$ cat src/ppzb_pkg.sv
// Shared types and constants of the z-buffered point projection block.
package ppzb_pkg;

  localparam int unsigned CfgIdxBits = 3;
  localparam logic [CfgIdxBits-1:0] RegFocalX = 3'd0;
  localparam logic [CfgIdxBits-1:0] RegFocalY = 3'd1;
  localparam logic [CfgIdxBits-1:0] RegCenterX = 3'd2;
  localparam logic [CfgIdxBits-1:0] RegCenterY = 3'd3;
  localparam logic [CfgIdxBits-1:0] RegNear = 3'd4;
  localparam logic [CfgIdxBits-1:0] RegFar = 3'd5;
  localparam logic [CfgIdxBits-1:0] RegWidth = 3'd6;
  localparam logic [CfgIdxBits-1:0] RegHeight = 3'd7;

  localparam logic [2:0] StBehind = 3'd0;
  localparam logic [2:0] StOffImage = 3'd1;
  localparam logic [2:0] StDepthWin = 3'd2;
  localparam logic [2:0] StOccluded = 3'd3;
  localparam logic [2:0] StStored = 3'd4;
  localparam logic [2:0] StRead = 3'd5;

  // Quotient width: 64-bit dividend over a 31-bit positive divisor.
  localparam int unsigned ProdBits = 64;

  typedef enum logic [2:0] {
    S_IDLE,
    S_DIVIDE,
    S_CHECK,
    S_CLEAR,
    S_ACCESS,
    S_WRITE
  } state_e;

  // Divider control and status.
  typedef struct packed {
    logic start;
  } div_ctrl_t;

  typedef struct packed {
    logic done;
  } div_stat_t;

endpackage

$ cat src/ppzb_div.sv
// Restoring divider that forms two floored, saturated quotients one bit a cycle.
module ppzb_div
  import ppzb_pkg::*;
(
  input  logic                clk_i,
  input  logic                rst_ni,
  input  div_ctrl_t           ctrl_i,
  input  logic [ProdBits-1:0] prod_a_i,
  input  logic                neg_a_i,
  input  logic [ProdBits-1:0] prod_b_i,
  input  logic                neg_b_i,
  input  logic [30:0]         den_i,
  output div_stat_t           stat_o,
  output logic signed [33:0]  quot_a_o,
  output logic signed [33:0]  quot_b_o
);

  logic [ProdBits-1:0] num_a_q, num_a_d, num_b_q, num_b_d;
  logic [31:0]         rem_a_q, rem_a_d, rem_b_q, rem_b_d;
  logic [30:0]         den_q;
  logic                neg_a_q, neg_b_q;
  logic [6:0]          cnt_q, cnt_d;
  logic                busy_q, busy_d;
  logic [31:0]         tr_a, tr_b;
  logic [32:0]         sub_a, sub_b;

  always_comb begin
    tr_a = {rem_a_q[30:0], num_a_q[ProdBits-1]};
    tr_b = {rem_b_q[30:0], num_b_q[ProdBits-1]};
    sub_a = {1'b0, tr_a} - {2'b0, den_q};
    sub_b = {1'b0, tr_b} - {2'b0, den_q};
    rem_a_d = sub_a[32] ? tr_a : sub_a[31:0];
    rem_b_d = sub_b[32] ? tr_b : sub_b[31:0];
    num_a_d = {num_a_q[ProdBits-2:0], ~sub_a[32]};
    num_b_d = {num_b_q[ProdBits-2:0], ~sub_b[32]};
    busy_d = busy_q;
    cnt_d = cnt_q;
    if (ctrl_i.start) begin
      busy_d = 1'b1;
      cnt_d = 7'd0;
    end else if (busy_q) begin
      cnt_d = cnt_q + 7'd1;
      if (cnt_q == 7'(ProdBits - 1)) busy_d = 1'b0;
    end
  end

  always_ff @(posedge clk_i or negedge rst_ni) begin
    if (!rst_ni) begin
      busy_q <= 1'b0;
      cnt_q <= '0;
    end else begin
      busy_q <= busy_d;
      cnt_q <= cnt_d;
    end
  end

  always_ff @(posedge clk_i) begin
    if (ctrl_i.start) begin
      num_a_q <= prod_a_i;
      num_b_q <= prod_b_i;
      rem_a_q <= '0;
      rem_b_q <= '0;
      den_q <= den_i;
      neg_a_q <= neg_a_i;
      neg_b_q <= neg_b_i;
    end else if (busy_q) begin
      num_a_q <= num_a_d;
      num_b_q <= num_b_d;
      rem_a_q <= rem_a_d;
      rem_b_q <= rem_b_d;
    end
  end

  assign stat_o.done = busy_q && (cnt_q == 7'(ProdBits - 1));

  // Negative operands round away from zero in magnitude, giving floor.
  function automatic logic signed [33:0] fix(input logic [ProdBits-1:0] q,
                                             input logic nz, input logic ng);
    logic [ProdBits:0] m;
    m = {1'b0, q} + {{ProdBits{1'b0}}, (ng && nz)};
    if (!ng) fix = (m > 65'h1_FFFF_FFFF) ? 34'sh1_FFFF_FFFF : $signed({1'b0, m[32:0]});
    else if (m > 65'h2_0000_0000) fix = -34'sh2_0000_0000;
    else fix = -$signed(m[33:0]);
  endfunction

  assign quot_a_o = fix(num_a_q, |rem_a_q, neg_a_q);
  assign quot_b_o = fix(num_b_q, |rem_b_q, neg_b_q);

endmodule

$ cat config.mk
export PLATFORM = sky130hd
export DESIGN_NAME = ppzb_div
export DESIGN_NICKNAME = d
export VERILOG_FILES = /design/src/ppzb_pkg.sv /design/src/ppzb_div.sv
export SDC_FILE = /design/constraint.sdc
export NUM_CORES = 1
export LEC_CHECK = 0
export CAP_MARGIN = 10
export CORE_ASPECT_RATIO = 0.7
export CORE_UTILIZATION = 30
export DETAILED_ROUTE_END_ITERATION = 12
export DONT_BUFFER_PORTS = 1
export PLACE_DENSITY = 0.45
export SETUP_SLACK_MARGIN = 0.05
export SYNTH_ARGS = -nofsm -noshare
export SYNTH_HDL_FRONTEND = slang
export SYNTH_SLANG_ARGS = --single-unit
$ cat constraint.sdc
create_clock -name clk_i -period 8 [get_ports clk_i]
set_input_delay 1.6 -clock clk_i [delete_from_list [all_inputs] [get_ports clk_i]]
set_output_delay 1.6 -clock clk_i [all_outputs]
set_load 0.05 [all_outputs]
==> flow_summary_export.csv, run 1 <==
group,metric,value,unit
floorplanning,die_w,304,um
detailed_routing,avgRoutedWirePerCell,20.6,um
cts,cts_hold_buf,0,
layout,drive_above_1_share,0.146,
placed_design,dpl-instance-area,20600,um^2
grt,track_usage,0.187,
floorplanning,initial_core_util,0.303,
placed_design,port_buffers,0,
layout,most-common-layout-cells,"189 x nor2_1, 161 x edfxtp_1, 137 x a21oi_1, 136 x nand2_1, 127 x mux2_2",
synth,avgSynthCellArea,8.73,um^2
grt,gr-usage-met2,0.269,
cts,cts_max_path_buffers,3,
detailed_routing,via_per_inst,5.68,
power,power.density,229,nW/um^2
synth,ys_ff_latch,233,
layout,finalInstanceArea,21700,um^2
grt,overflow,0,
sta,fin_setup_tns,0,ns
grt,antenna_found_initial,17,
outcome,status,"complete, no violations",
power,static-leakage-power,8.15,nW
synth,synth_edf_count,161,
sta,clock_skew,0.0150,ns
grt,gr-max-usage-layer,"met1",
worst_hold_path,whs_path_depth,2,
sta,drv_slew,0,
synth,postSynthCellCount,2193,
run,drv_cap,0,
grt,grt_pass1_vias,16100,
critical_path,cp.arrival,6.08,ns
cts,cts_max_level,1,
placed_design,gp_congestion,0.902,
critical_path,required,6.40,ns
synth,yosysSeqAreaShare,0.330,
cts,cts_tree,"done",
critical_path,start_kind,"register",
sta,finalSetupViolCount,0,
sta,clock.fmax,130,MHz
cts,numCtsBuffers,29,
grt,grtUsageMet1,0.288,
layout,nNetsFinal,2436,
sta,worstMarginPinSlew,1.01,ns
floorplanning,die-height,213,um
layout,n_fill_cell,6521,
cts,clk_pin_slew,0.06,ns
sta,post-route-period-util,0.960,
detailed_routing,drcViolationCount,0,
critical_path,crit_fanout,20,
synth,ys_warn_count,0,
layout,mostFrequentLayoutCell,"nor2_1",
critical_path,r2r_cells,13,
synth,syn_nets,2430,
detailed_routing,drtPass1Iterations,5,
layout,area_delta_synth_final,13.2,%
floorplanning,coreArea,63100,um^2
sta,period_needed,7.68,ns
sta,hold_viol,0,
synth,async_flop_share,0.0343,
detailed_routing,drt_iter0_markers,1302,
floorplanning,ioPinCount,233,
critical_path,path_class,"register to output port",
synth,synth_ff_type,"edfxtp_1",
cts,clockRootBuffer,"clkbuf_16",
grt,met3_usage,0.0334,
floorplanning,dieArea,64800,um^2
sta,maxSlewHeadroom,0.322,
detailed_routing,ant_nets,0,
sta,rsz0062_at_grt,"false",
worst_hold_path,hp-class,"register to register",
detailed_routing,wirelength,63200,um
synth,yosys.cell_types.count,93,
grt,grt_max_degree,226,
cts,clock-sinks,233,
placed_design,hpwl,47200,um
synth,syn_area,19100,um^2
cts,insertion_delay,0.58,ns
grt,grt_pass1_wl,96300,um
power,ir_worst_vdd,0.149,mV
detailed_routing,dr_total_vias,17400,
critical_path,worstSetupEndpointType,"output port",
floorplanning,row_count,77,
-- state kept, by name, summed over array words and instances (netlist names) --
| register | count |
|---|---|
| num_a_q | 64 |
| num_b_q | 64 |
| rem_a_q | 32 |
| rem_b_q | 32 |
| den_q | 31 |
| cnt_q | 7 |
| busy_q | 1 |
| neg_a_q | 1 |
| neg_b_q | 1 |
-- worst paths after layout --
kind | from | to | slack [ns]
worst min-delay path | rem_a_q[31]$_SDFFE_PP0P_ | rem_a_q[31]$_SDFFE_PP0P_ | 0.48
worst min register to register | rem_a_q[31]$_SDFFE_PP0P_ | rem_a_q[31]$_SDFFE_PP0P_ | 0.48
max in group asynchronous | rst_ni | busy_q$_DFF_PN0_ | 7.21
worst max register to register | den_q[5]$_DFFE_PP_ | rem_b_q[7]$_SDFFE_PP0P_ | 3.47
worst max-delay path | rem_b_q[7]$_SDFFE_PP0P_ | quot_b_o[30] | 0.32
min in group asynchronous | rst_ni | cnt_q[3]$_DFFE_PN0P_ | 0.72
-- cell usage after synthesis (all sizes together) (7+ instances only) --
| master | count | area, um^2 |
|---|---|---|
| dfxtp | 64 | 1280 |
| nor4b | 7 | 67.6 |
| ha | 71 | 888 |
| a22oi | 7 | 52.6 |
| nor3 | 76 | 417 |
| and2 | 15 | 93.8 |
| or4 | 18 | 139 |
| o21ai | 100 | 504 |
| o211ai | 20 | 150 |
| o31ai | 8 | 60.1 |
| mux2i | 30 | 300 |
| a21oi | 137 | 686 |
| and3 | 41 | 257 |
| mux2 | 127 | 1430 |
| a211oi | 51 | 383 |
| o21bai | 13 | 97.6 |
| o31a | 17 | 149 |
| nand2 | 136 | 510 |
| a21o | 38 | 285 |
| or2 | 8 | 50.1 |
| a21boi | 9 | 67.6 |
| edfxtp | 161 | 4830 |
| nand4 | 75 | 512 |
| nor2b | 15 | 93.8 |
| o21a | 45 | 338 |
| xor2 | 60 | 526 |
| o22ai | 26 | 163 |
| a311oi | 7 | 61.3 |
| nor4 | 55 | 378 |
| a221oi | 9 | 78.8 |
| or3 | 22 | 138 |
| nand2b | 18 | 113 |
| inv | 83 | 312 |
| dfrtp | 8 | 200 |
| nand3 | 105 | 541 |
| a31oi | 22 | 138 |
| xnor2 | 76 | 666 |
| buf | 37 | 196 |
| clkbuf | 82 | 308 |
| nor2 | 192 | 726 |
| and4 | 24 | 210 |
-- layer usage --
| metal | vias to the layer above | wire (um) |
|---|---|---|
| met5 | - | 89 |
| met1 | 8408 | 32200 |
| met3 | 59 | 3760 |
| met4 | 8 | 948 |
| met2 | 524 | 26200 |
| li1 | 8387 | - |
-- report_power, final --
part	internal (W)	switching [W]	leakage, nW
logic	0.000752	0.00112	5.37
registers	0.00147	0.000245	2.31
clock network	0.000798	0.000578	0.468
-- area by class of cell --
cell class / instances / area [um^2] / area share
clock buffer: 33 / 741 / 0.0342
timing repair buffer: 94 / 893 / 0.0412
multi-input combinational: 1757 / 12100 / 0.559
sequential: 233 / 6320 / 0.292
inverter: 84 / 320 / 0.0148
tap: 829 / 1040 / 0.0479
antenna: 12 / 30.0 / 0.00139
clock inverter: 20 / 225 / 0.0104
-- worst max-delay path: stages (launching register included) --
cell,delay [ns]
dfxtp_1,0.33
nor4_1,0.49
nand4_1,0.27
nor2_1,0.24
nor2_1,0.08
ha_1,0.24
ha_1,0.29
xor2_1,0.32
nand3_1,0.11
or4_1,0.43
or4_1,0.56
nor4_2,0.32
nand4_1,0.18
or4_1,0.50
o21bai_1,0.16
buf_4,0.29
nor2_4,0.11
a221oi_1,0.32
buf_4,0.25
-- logic make-up (layout without fill, tap and decap cells) --
| logic type | count (synthesis) | in the layout | share of synthesized area |
|---|---|---|---|
| xor gates and xnor gates | 136 | 136 | 0.0622 |
| muxes | 157 | 157 | 0.0904 |
| and+or+nand+nor | 823 | 823 | 0.229 |
| adders and majority gates | 73 | 73 | 0.0485 |
| buffers and inverters | 203 | 231 | 0.0428 |
| AOI/OAI and AO/OA | 568 | 568 | 0.197 |
| DFF | 233 | 233 | 0.330 |
| other | 0 | 12 | 0 |
-- metrics by stage --
stage,setup WS (ns),cells,hold WS (ns),power [W],utilization
3_3_place_gp,0.385,2991,0.460,0.00357,0.326
6_report,0.322,3062,0.476,0.00497,0.343
5_1_grt,0.105,3058,0.507,0.00527,0.343
4_1_cts,0.0734,3044,0.485,0.00500,0.341
3_5_place_dp,0.401,2991,0.472,0.00357,0.326
2_1_floorplan,0.968,2193,0.425,0.00302,-
-- repair_timing --
item                       4_1_cts  5_1_grt
setup endpoints to repair       33       47
pin swaps                        0        2
setup buffers                    0        6
gates resized for setup          4       10
No activity file was read; power rests on OpenSTA's default activity.
==> run 2: changes to the inputs <==
--- a/config.mk
+++ b/config.mk
@@ -6,11 +6,13 @@
 export NUM_CORES = 1
 export LEC_CHECK = 0
 export CAP_MARGIN = 10
+export CELL_PAD_IN_SITES_DETAIL_PLACEMENT = 2
+export CELL_PAD_IN_SITES_GLOBAL_PLACEMENT = 2
 export CORE_ASPECT_RATIO = 0.7
 export CORE_UTILIZATION = 30
 export DETAILED_ROUTE_END_ITERATION = 12
 export DONT_BUFFER_PORTS = 1
-export PLACE_DENSITY = 0.45
+export PLACE_DENSITY = 0.65
 export SETUP_SLACK_MARGIN = 0.05
 export SYNTH_ARGS = -nofsm -noshare
 export SYNTH_HDL_FRONTEND = slang
==> flow_summary_export.csv, run 2 (synthesis gave the netlist of run 1 again) <==
group,metric,value,unit
outcome,status,"complete, no violations",
cts,cts_max_level,1,
floorplanning,initial_core_util,0.303,
placed_design,port_buffers,0,
run,drv_cap,0,
sta,hold_viol,0,
sta,worst_hold_slack,0.470,ns
detailed_routing,dr_total_vias,17800,
sta,maxSlewHeadroom,0.387,
layout,area_delta_synth_final,12.5,%
cts,clock-sinks,233,
power,static-leakage-power,8.07,nW
critical_path,required,6.40,ns
power,total_power,0.00491,W
cts,numCtsBuffers,29,
floorplanning,ioPinCount,233,
sta,rsz0062_at_grt,"false",
layout,mostFrequentLayoutCell,"nor2_1",
power,power.density,228,nW/um^2
layout,most-common-layout-cells,"190 x nor2_1, 161 x edfxtp_1, 137 x a21oi_1, 136 x nand2_1, 127 x mux2_2",
grt,overflow,0,
detailed_routing,wirelength,74000,um
detailed_routing,drt_iter0_markers,898,
floorplanning,die_w,304,um
cts,clockRootBuffer,"clkbuf_16",
detailed_routing,avgRoutedWirePerCell,24.2,um
critical_path,crit_fanout,18,
detailed_routing,drcViolationCount,0,
critical_path,r2r_cells,13,
critical_path,start_kind,"register",
layout,drive_above_1_share,0.139,
grt,antenna_found_initial,22,
grt,track_usage,0.220,
worst_hold_path,whs_path_depth,2,
critical_path,rrSetupSlack,3.74,ns
sta,fin_setup_tns,0,ns
cts,cts_tree,"done",
sta,period_needed,7.62,ns
placed_design,hpwl,56300,um
critical_path,path_class,"register to output port",
power,ir_worst_vdd,0.165,mV
grt,grt_pass1_vias,18600,
sta,post-route-period-util,0.952,
placed_design,dp.cells,2988,
grt,grt_pass1_wl,113000,um
placed_design,gp_congestion,0.849,
floorplanning,die-height,213,um
floorplanning,dieArea,64800,um^2
layout,stdcell_count,3060,
sta,finalSetupViolCount,0,
cts,insertion_delay,0.60,ns
sta,drv_slew,0,
layout,top_regs,"num_a_q x64, num_b_q x64",
detailed_routing,ant_nets,0,
critical_path,cp.arrival,6.02,ns
layout,nNetsFinal,2432,
floorplanning,coreArea,63100,um^2
critical_path,worstSetupEndpointType,"output port",
cts,cts_max_path_buffers,3,
floorplanning,row_count,77,
worst_hold_path,hp-class,"register to register",
cts,clk_pin_slew,0.06,ns
sta,clock_skew,0.0240,ns
detailed_routing,drtPass1Iterations,5,
grt,grt_max_degree,226,
sta,clock.fmax,131,MHz
sta,worstMarginPinSlew,0.912,ns
detailed_routing,via_per_inst,5.82,
run 2: cell count changes in the layout (fill, tap and decap cells not counted), sizes merged:
cell / delta
buf: -4
bufinv: -3
inv: -2
clkbuf: +8
diode: +1
clkinvlp: -3
clkinv: +1
run 2: per-layer routing:
metal,share of wire,vias to the layer above,GRT usage,wire length (um)
met3,0.051,69,0.0502,3750
li1,-,8362,-,-
met5,0.0017,-,0,123
met4,0.013,18,0.0357,952
met2,0.45,287,0.351,32900
met1,0.49,9081,0.307,36200
run 2: final timing paths:
check	startpoint	end
max	rem_b_q[24]$_SDFFE_PP0P_	quot_b_o[28]
min	rem_a_q[31]$_SDFFE_PP0P_	rem_a_q[31]$_SDFFE_PP0P_
max reg2reg	den_q[5]$_DFFE_PP_	rem_b_q[7]$_SDFFE_PP0P_
min reg2reg	rem_a_q[31]$_SDFFE_PP0P_	rem_a_q[31]$_SDFFE_PP0P_
max in group asynchronous	rst_ni	busy_q$_DFF_PN0_
min in group asynchronous	rst_ni	cnt_q[0]$_DFFE_PN0P_
run 2: what timing repair did:
action	in CTS	in global routing
pin swaps	0	3
hold buffers	0	0
gates resized for setup	2	10
setup endpoints to repair	6	47
buffers inserted	0	5
run 2: stage by stage:
| step | setup slack (ns) | cell area [um^2] | util |
|---|---|---|---|
| 4_1_cts | 0.0881 | 21400 | 0.339 |
| 3_3_place_gp | 0.857 | 20500 | 0.325 |
| 3_5_place_dp | 0.668 | 20500 | 0.325 |
| 6_report | 0.385 | 21500 | 0.341 |
| 5_1_grt | 0.0594 | 21500 | 0.341 |
| 2_1_floorplan | 0.968 | 19100 | - |
run 2: cell type report:
type                            instances  area [um^2]
Clock buffer                           41          791
Multi-Input combinational cell       1757        12100
Antenna cell                           13         32.5
Fill cell                            7039        41600
Timing Repair Buffer                   90          838
Inverter                               84          320
Clock inverter                         13         96.3
Tap cell                              829         1040
Sequential cell                       233         6320
run 2: power breakdown:
group / switching [W] / internal, W / leakage, nW
Clock: 0.000565 / 0.000717 / 0.430
Sequential: 0.000249 / 0.00148 / 2.31
Combinational: 0.00116 / 0.000747 / 5.33
run 2: critical path: stages (launching register included):
cell and delay, ns:
dfxtp_1 0.34, nor4_1 0.45, nand4_1 0.20, nor2_1 0.21, nor2_1 0.06, ha_1 0.24
ha_1 0.30, xor2_1 0.35, nand3_1 0.13, or4_1 0.42, or4_1 0.55, nor4_2 0.26
nand4_1 0.16, or4_1 0.46, o21bai_1 0.25, buf_4 0.30, nor2_4 0.11, a221oi_1 0.35
buf_4 0.26
